## src/design/pru_pkg.sv

```systemverilog
// Shared types and constants of the PNG row unfilter unit.
package pru_pkg;

    // Filter type codes carried in the first byte of each scanline
    typedef enum logic [2:0] {
        FILT_NONE  = 3'd0,
        FILT_SUB   = 3'd1,
        FILT_UP    = 3'd2,
        FILT_AVG   = 3'd3,
        FILT_PAETH = 3'd4
    } t_filter;

    // Highest filter type code that is defined
    localparam logic [7:0] FILT_MAX_CODE = 8'd4;

    // Result status codes
    localparam logic STATUS_OK  = 1'b0;
    localparam logic STATUS_ERR = 1'b1;

    // Configuration port
    localparam int CFG_IDX_W  = 2;
    localparam int CFG_DATA_W = 16;
    localparam logic [CFG_IDX_W-1:0] CFG_ROW_BYTES  = 2'd0;
    localparam logic [CFG_IDX_W-1:0] CFG_PIXEL_SIZE = 2'd1;
    localparam logic [CFG_IDX_W-1:0] CFG_IMAGE_ROWS = 2'd2;

    // Neighbor bytes handed to the predictor
    typedef struct packed {
        t_filter    kind;
        logic [7:0] left;
        logic [7:0] up;
        logic [7:0] upleft;
    } t_pred_in;

endpackage

```

## src/design/pru_predict.sv

```systemverilog
// Predictor of the PNG row unfilter unit: None, Sub, Up, Average and Paeth.
module pru_predict (
    input  pru_pkg::t_pred_in i_pred,
    output logic [7:0]        o_pred
);

    function automatic logic [9:0] abs11(input logic signed [10:0] v);
        logic signed [10:0] m;
        m = (v < 0) ? -v : v;
        return m[9:0];
    endfunction

    logic signed [10:0] w_a;
    logic signed [10:0] w_b;
    logic signed [10:0] w_c;
    logic signed [10:0] w_p;
    logic [9:0]         w_pa;
    logic [9:0]         w_pb;
    logic [9:0]         w_pc;
    logic [7:0]         w_paeth;
    logic [8:0]         w_sum;

    assign w_a = signed'({3'b000, i_pred.left});
    assign w_b = signed'({3'b000, i_pred.up});
    assign w_c = signed'({3'b000, i_pred.upleft});
    assign w_p = w_a + w_b - w_c;

    assign w_pa = abs11(w_p - w_a);
    assign w_pb = abs11(w_p - w_b);
    assign w_pc = abs11(w_p - w_c);

    // Ties go to left, then to up
    always_comb begin
        if ((w_pa <= w_pb) && (w_pa <= w_pc)) begin
            w_paeth = i_pred.left;
        end else if (w_pb <= w_pc) begin
            w_paeth = i_pred.up;
        end else begin
            w_paeth = i_pred.upleft;
        end
    end

    assign w_sum = {1'b0, i_pred.left} + {1'b0, i_pred.up};

    always_comb begin
        case (i_pred.kind)
            pru_pkg::FILT_NONE:  o_pred = 8'd0;
            pru_pkg::FILT_SUB:   o_pred = i_pred.left;
            pru_pkg::FILT_UP:    o_pred = i_pred.up;
            pru_pkg::FILT_AVG:   o_pred = w_sum[8:1];
            pru_pkg::FILT_PAETH: o_pred = w_paeth;
            default:             o_pred = 8'd0;
        endcase
    end

endmodule

```

## config.mk

```make
export PLATFORM = sky130hd
export DESIGN_NAME = pru_predict
export DESIGN_NICKNAME = d
export VERILOG_FILES = /design/src/design/pru_pkg.sv /design/src/design/pru_predict.sv
export SDC_FILE = /design/constraint.sdc
export NUM_CORES = 1
export LEC_CHECK = 0
export ABC_CLOCK_PERIOD_IN_PS = 6570
export BUFFER_PORTS_ARGS = -buffer_cell sky130_fd_sc_hd__buf_2
export CAP_MARGIN = 30
export CORE_UTILIZATION = 31
export DETAILED_ROUTE_END_ITERATION = 6
export SLEW_MARGIN = 20
export SYNTH_ARGS = -nofsm -noshare
export SYNTH_HDL_FRONTEND = slang
export SYNTH_SLANG_ARGS = --single-unit
```

## constraint.sdc

```tcl
create_clock -name vclk -period 6.57
set_input_delay 0.3285 -clock vclk [all_inputs]
set_output_delay 0.3285 -clock vclk [all_outputs]
set_load 0.005 [all_outputs]
```

==> impl_metrics.prom, run 1 <==
# TYPE chip_impl_metric gauge
chip_impl_info{name="status",value="finished clean"} 1
chip_impl_metric{name="port_buffers",unit=""} 35
chip_impl_metric{name="initial_utilization",unit="%"} 31.9
chip_impl_metric{name="grt_use_total",unit="%"} 17.7
chip_impl_metric{name="wl_per_cell",unit="microns"} 15.5
chip_impl_metric{name="slew_headroom",unit="%"} 45.8
chip_impl_info{name="critPathCaptureType",value="primary output"} 1
chip_impl_metric{name="seq_area",unit="sq um"} 0
chip_impl_metric{name="ys.warnings.count",unit=""} 0
chip_impl_metric{name="grt_antenna_before_repair",unit=""} 0
chip_impl_metric{name="place_worst_setup_slack",unit="ps"} -67.5
chip_impl_metric{name="wl",unit="mm"} 11.8
chip_impl_metric{name="floorplan.die.width",unit="microns"} 116
chip_impl_info{name="netlist.top_cell.by_area",value="ha_1"} 1
chip_impl_metric{name="first_iter_violations",unit=""} 233
chip_impl_metric{name="globalRouteOverflowTotal",unit=""} 0
chip_impl_metric{name="finish.net_count",unit=""} 702
chip_impl_metric{name="clkbuf_count",unit=""} 0
chip_impl_metric{name="floorplan.io_pins",unit=""} 35
chip_impl_metric{name="maximum_clock_frequency",unit="MHz"} 158
chip_impl_metric{name="tns",unit="ps"} 0
chip_impl_metric{name="dieArea",unit="sq mm"} 0.0134
chip_impl_metric{name="antennaDiodeCount",unit=""} 0
chip_impl_metric{name="core-area",unit="sq mm"} 0.0126
chip_impl_metric{name="area_added_between_synthesis_and_finish",unit="%"} 18.0
chip_impl_info{name="critical_path.most_common_cell",value="inv_1"} 1
chip_impl_metric{name="route.vias.total",unit=""} 4137
chip_impl_metric{name="fill_count",unit=""} 1376
chip_impl_metric{name="layout_setup_ws",unit="ps"} 238
chip_impl_metric{name="postSynthAreaPerCell",unit="sq um"} 7.37
chip_impl_info{name="min-delay-path-class",value="primary input to primary output"} 1
chip_impl_metric{name="layout_min_cycle_time",unit="ps"} 6330
chip_impl_metric{name="syn-num-nets",unit=""} 656
chip_impl_metric{name="synth_top_area_share",unit="%"} 22.1
chip_impl_metric{name="worst_ep_arrival_time",unit="ps"} 6000
chip_impl_metric{name="syn-cell-area",unit="sq mm"} 0.00402
chip_impl_metric{name="cts.hold.buffers_added",unit=""} 0
chip_impl_metric{name="vias_per_cell",unit=""} 5.43
chip_impl_metric{name="global_route_wire_length_before_repair",unit="mm"} 19.2
chip_impl_metric{name="setup_viol",unit=""} 0
chip_impl_metric{name="synth_cell_type_count",unit=""} 68
chip_impl_metric{name="grt_max_degree",unit=""} 19
chip_impl_info{name="most-common-layout-cells",value="ha_1, inv_1, nor2_1, a21oi_1, buf_2"} 1
chip_impl_metric{name="remaining_drc_errors",unit=""} 0
chip_impl_metric{name="crit_fanout",unit=""} 7
chip_impl_info{name="slowest_stage",value="fa_1"} 1
chip_impl_metric{name="sequential_cell_total",unit=""} 0
chip_impl_metric{name="dp_wirelength",unit="mm"} 9.98
chip_impl_metric{name="tightestPinTransition",unit="ps"} 811
chip_impl_metric{name="detail-route-antenna-nets",unit=""} 0
chip_impl_metric{name="drv_slew",unit=""} 0
chip_impl_metric{name="min_period_over_period",unit="%"} 96.4
chip_impl_metric{name="slowest_delay",unit="ps"} 490
chip_impl_metric{name="drt_pre_antenna_iters",unit=""} 4
chip_impl_metric{name="gp_congestion",unit=""} 0.862
chip_impl_info{name="worst-setup-path-type",value="primary input to primary output"} 1
chip_impl_info{name="worstSetupStartpointType",value="primary input"} 1
chip_impl_metric{name="cells_after_synth",unit=""} 546
chip_impl_metric{name="cp.required",unit="ps"} 6240
chip_impl_metric{name="synth.yosys.seq_area_share",unit="%"} 0
chip_impl_info{name="mostFrequentLayoutCell",value="ha_1"} 1
chip_impl_metric{name="finalHoldViolCount",unit=""} 0
chip_impl_metric{name="chipHeight",unit="microns"} 116
chip_impl_info{name="synth.top_cells.by_area",value="ha_1, a21oi_1, fa_1"} 1
chip_impl_metric{name="max_cap_viol_count",unit=""} 0
chip_impl_metric{name="drive_gt1_share",unit="%"} 18.5
chip_impl_metric{name="vias_in_the_first_global_route",unit=""} 3991
chip_impl_metric{name="placementRows",unit=""} 41
chip_impl_metric{name="fin_util",unit="%"} 37.6
[cell families (layout without fill, tap and decap cells)]
logic type      count (synthesis)  count (layout)  synth area share [%]
simple gates                  154             154                  19.4
mux                            16              16                  4.07
xor+xnor                       49              49                  11.1
buf+inv                        68             112                  6.47
fa+ha+maj                      83              83                  28.1
compound gates                176             176                  30.8
[per-stage QoR]
step | area, sq um | std cells | hold slack, ps
final | 4750 | 762 | 978
after floorplan | 4020 | 546 | 755
after detailed placement | 4440 | 751 | 983
after global routing | 4750 | 762 | 1000
after global placement | 4440 | 751 | 977
after CTS | 4470 | 752 | 983
[synth_stat cells (all sizes together), types with 3 or more instances]
library cell / instances
xor2: 23
o21a: 12
nand2b: 8
nor2b: 9
o31ai: 3
a221oi: 3
a21o: 9
inv: 56
nand4: 8
a22oi: 6
and4: 3
nand2: 28
mux2i: 13
o21ai: 30
clkbuf: 8
and2: 3
o211ai: 7
nor4: 3
nor3: 16
buf: 4
and3: 4
o211a: 3
a211o: 5
a211oi: 14
nor2: 50
xnor2: 26
fa: 12
ha: 71
a31oi: 6
nand3: 13
o22ai: 3
a21oi: 52
mux2: 3
o21bai: 5
[path summary, 6_finish.rpt]
kind	start	endpoint	slack, ps	cells past startpoint
worst min-delay path	i_pred[19]	o_pred[3]	980	3
worst max-delay path	i_pred[17]	o_pred[6]	240	27
[area by class of cell]
| type | count | area (sq um) | area share, % |
|---|---|---|---|
| tap | 172 | 215 | 4.53 |
| inverter | 56 | 210 | 4.43 |
| multi-input combinational | 478 | 3980 | 83.8 |
| timing repair buffer | 56 | 345 | 7.27 |
[per-layer routing]
layer	up-vias	part of all wire, %	GRT usage [%]
met1	1938	48	23.9
met2	91	48	32.1
met3	10	2.7	0.209
met4	0	1.3	2.14
li1	2098	-	-
met5	-	0	0
[critical path, delay by kind of cell]
family / cells / cell delay (ps)
buffers and inverters: 7 / 840
AO/OA/AOI/OAI: 9 / 2260
AND/OR/NAND/NOR: 4 / 500
XOR/XNOR: 2 / 360
multiplexers: 1 / 230
adder cells (fa/ha/maj): 4 / 1460
[what timing repair did]
item                                    CTS  global route
buffers inserted                          1            10
endpoints found under the setup margin    5             8
gates resized for setup                   2            40
pin swaps                                 1            14
cloned                                    0             0
Power of run 1 is left out: the tool's default activity adds up to more than one toggle a clock period on the data nets, which glitch-free logic cannot reach.
==> run 2: changes to the inputs <==
--- a/config.mk
+++ b/config.mk
@@ -5,7 +5,7 @@
 export SDC_FILE = /design/constraint.sdc
 export NUM_CORES = 1
 export LEC_CHECK = 0
-export ABC_CLOCK_PERIOD_IN_PS = 6570
+export ABC_CLOCK_PERIOD_IN_PS = 7400
 export BUFFER_PORTS_ARGS = -buffer_cell sky130_fd_sc_hd__buf_2
 export CAP_MARGIN = 30
 export CORE_UTILIZATION = 31
==> constraint.sdc (replaced) <==
create_clock -name vclk -period 7.4
set_input_delay 0.37 -clock vclk [all_inputs]
set_output_delay 0.37 -clock vclk [all_outputs]
set_load 0.005 [all_outputs]
==> run 2 against run 1 <==
  * Sequential cell count did not move
  * Cell count fell by 2.4%
  * First-iteration DRC count fell by 18%
  * Die area did not move
  * Core utilization fell by 2.7 points
  * Worst setup slack improved by 350 ps
  * Critical path type unchanged
==> impl_metrics.prom, run 2 (synthesized netlist as in run 1, its figures left out) <==
# TYPE chip_impl_metric gauge
chip_impl_info{name="status",value="finished clean"} 1
chip_impl_metric{name="clkbuf_count",unit=""} 0
chip_impl_metric{name="cts.hold.buffers_added",unit=""} 0
chip_impl_metric{name="initial_utilization",unit="%"} 31.9
chip_impl_metric{name="maximum_clock_frequency",unit="MHz"} 147
chip_impl_metric{name="crit_fanout",unit=""} 7
chip_impl_metric{name="min_period_over_period",unit="%"} 92.0
chip_impl_metric{name="cp.required",unit="ps"} 7030
chip_impl_metric{name="antennaDiodeCount",unit=""} 0
chip_impl_metric{name="setup_viol",unit=""} 0
chip_impl_metric{name="tns",unit="ps"} 0
chip_impl_info{name="min_to",value="o_pred[3]"} 1
chip_impl_metric{name="grt_max_degree",unit=""} 19
chip_impl_metric{name="floorplan.io_pins",unit=""} 35
chip_impl_info{name="worst-setup-path-type",value="primary input to primary output"} 1
chip_impl_metric{name="layout_setup_ws",unit="ps"} 590
chip_impl_metric{name="placementRows",unit=""} 41
chip_impl_metric{name="finalHoldViolCount",unit=""} 0
chip_impl_info{name="min-delay-path-class",value="primary input to primary output"} 1
chip_impl_metric{name="critical_path_buf_inv_count",unit=""} 5
chip_impl_metric{name="drive_gt1_share",unit="%"} 11.0
chip_impl_metric{name="area_added_between_synthesis_and_finish",unit="%"} 9.39
chip_impl_metric{name="chipHeight",unit="microns"} 116
chip_impl_metric{name="wl",unit="mm"} 11.6
chip_impl_metric{name="dieArea",unit="sq mm"} 0.0134
chip_impl_metric{name="place_worst_setup_slack",unit="ps"} 497
chip_impl_metric{name="grt_use_total",unit="%"} 18.0
chip_impl_metric{name="vias_in_the_first_global_route",unit=""} 3984
chip_impl_metric{name="dp_wirelength",unit="mm"} 10.0
chip_impl_metric{name="fill_count",unit=""} 1384
chip_impl_metric{name="finish.net_count",unit=""} 684
chip_impl_metric{name="fin_area",unit="sq mm"} 0.00440
chip_impl_metric{name="slew_headroom",unit="%"} 54.1
chip_impl_metric{name="layout_min_cycle_time",unit="ps"} 6810
chip_impl_info{name="worstSetupStartpointType",value="primary input"} 1
chip_impl_metric{name="globalRouteOverflowTotal",unit=""} 0
chip_impl_info{name="worstHoldStart",value="i_pred[19]"} 1
chip_impl_metric{name="drt_pre_antenna_iters",unit=""} 5
chip_impl_metric{name="grt_antenna_before_repair",unit=""} 0
chip_impl_metric{name="floorplan.die.width",unit="microns"} 116
chip_impl_info{name="mostFrequentLayoutCell",value="ha_1"} 1
chip_impl_info{name="setup_repair_after_global_routing_missed_its_margin",value="false"} 1
chip_impl_info{name="critPathCaptureType",value="primary output"} 1
chip_impl_metric{name="gp_congestion",unit=""} 0.888
chip_impl_metric{name="drv_slew",unit=""} 0
chip_impl_metric{name="slowest_delay",unit="ps"} 510
chip_impl_metric{name="first_iter_violations",unit=""} 191
chip_impl_metric{name="worst_ep_arrival_time",unit="ps"} 6440
chip_impl_metric{name="port_buffers",unit=""} 35
chip_impl_metric{name="remaining_drc_errors",unit=""} 0
chip_impl_metric{name="postPlaceCellArea",unit="sq mm"} 0.00438
chip_impl_metric{name="vias_per_cell",unit=""} 5.52
chip_impl_metric{name="detail-route-antenna-nets",unit=""} 0
chip_impl_metric{name="core-area",unit="sq mm"} 0.0126
chip_impl_metric{name="wl_per_cell",unit="microns"} 15.6
chip_impl_info{name="most-common-layout-cells",value="ha_1, inv_1, a21oi_1, nor2_1, buf_2"} 1
chip_impl_metric{name="tightestPinTransition",unit="ps"} 686
chip_impl_metric{name="seq_area",unit="sq um"} 0
chip_impl_metric{name="max_cap_viol_count",unit=""} 0
chip_impl_metric{name="min_path_cells",unit=""} 3
chip_impl_metric{name="route.vias.total",unit=""} 4106
chip_impl_metric{name="global_route_wire_length_before_repair",unit="mm"} 19.6
chip_impl_info{name="cpLargestDelayFamily",value="compound AO/OA/AOI/OAI gates"} 1
chip_impl_metric{name="sequential_cell_total",unit=""} 0
chip_impl_info{name="slowest_stage",value="fa_1"} 1
-- run 2: layer usage --
metal / wire, microns / vias up / part of all wire (%) / track usage, %
met2: 5600 / 99 / 48 / 32.6
met3: 322 / 13 / 2.8 / 0.366
li1: - / 2066 / - / -
met4: 175 / 0 / 1.5 / 2.48
met5: 0 / - / 0 / 0
met1: 5480 / 1928 / 47 / 24.3
-- run 2: worst max path at each step --
stage               cells past startpoint   endpoint       from
floorplan                              23  o_pred[1]  i_pred[9]
global placement                       25  o_pred[6]  i_pred[9]
detailed placement                     27  o_pred[1]  i_pred[9]
CTS                                    27  o_pred[1]  i_pred[9]
global route                           28  o_pred[6]  i_pred[9]
finish                                 25  o_pred[6]  i_pred[9]
-- run 2: stage by stage --
stage / instances / hold WS [ps] / util, %
floorplan: 546 / 838 / -
global placement: 743 / 1040 / 34.7
detailed placement: 743 / 1050 / 34.7
CTS: 743 / 1050 / 34.7
global route: 744 / 1070 / 34.9
finish: 744 / 1040 / 34.9
-- run 2: layout make-up --
cell class                      instances  area, sq um  area share (%)
Inverter                               56          210            4.78
Multi-Input combinational cell        478         3760            85.6
Tap cell                              172          215            4.89
Timing Repair Buffer                   38          210            4.78
-- run 2: timing repair --
item                                    in CTS  in global routing
gates resized for setup                      0                  1
endpoints found under the setup margin       0                  5
buffers inserted                             0                  1
Power of run 2 is left out for the same reason.
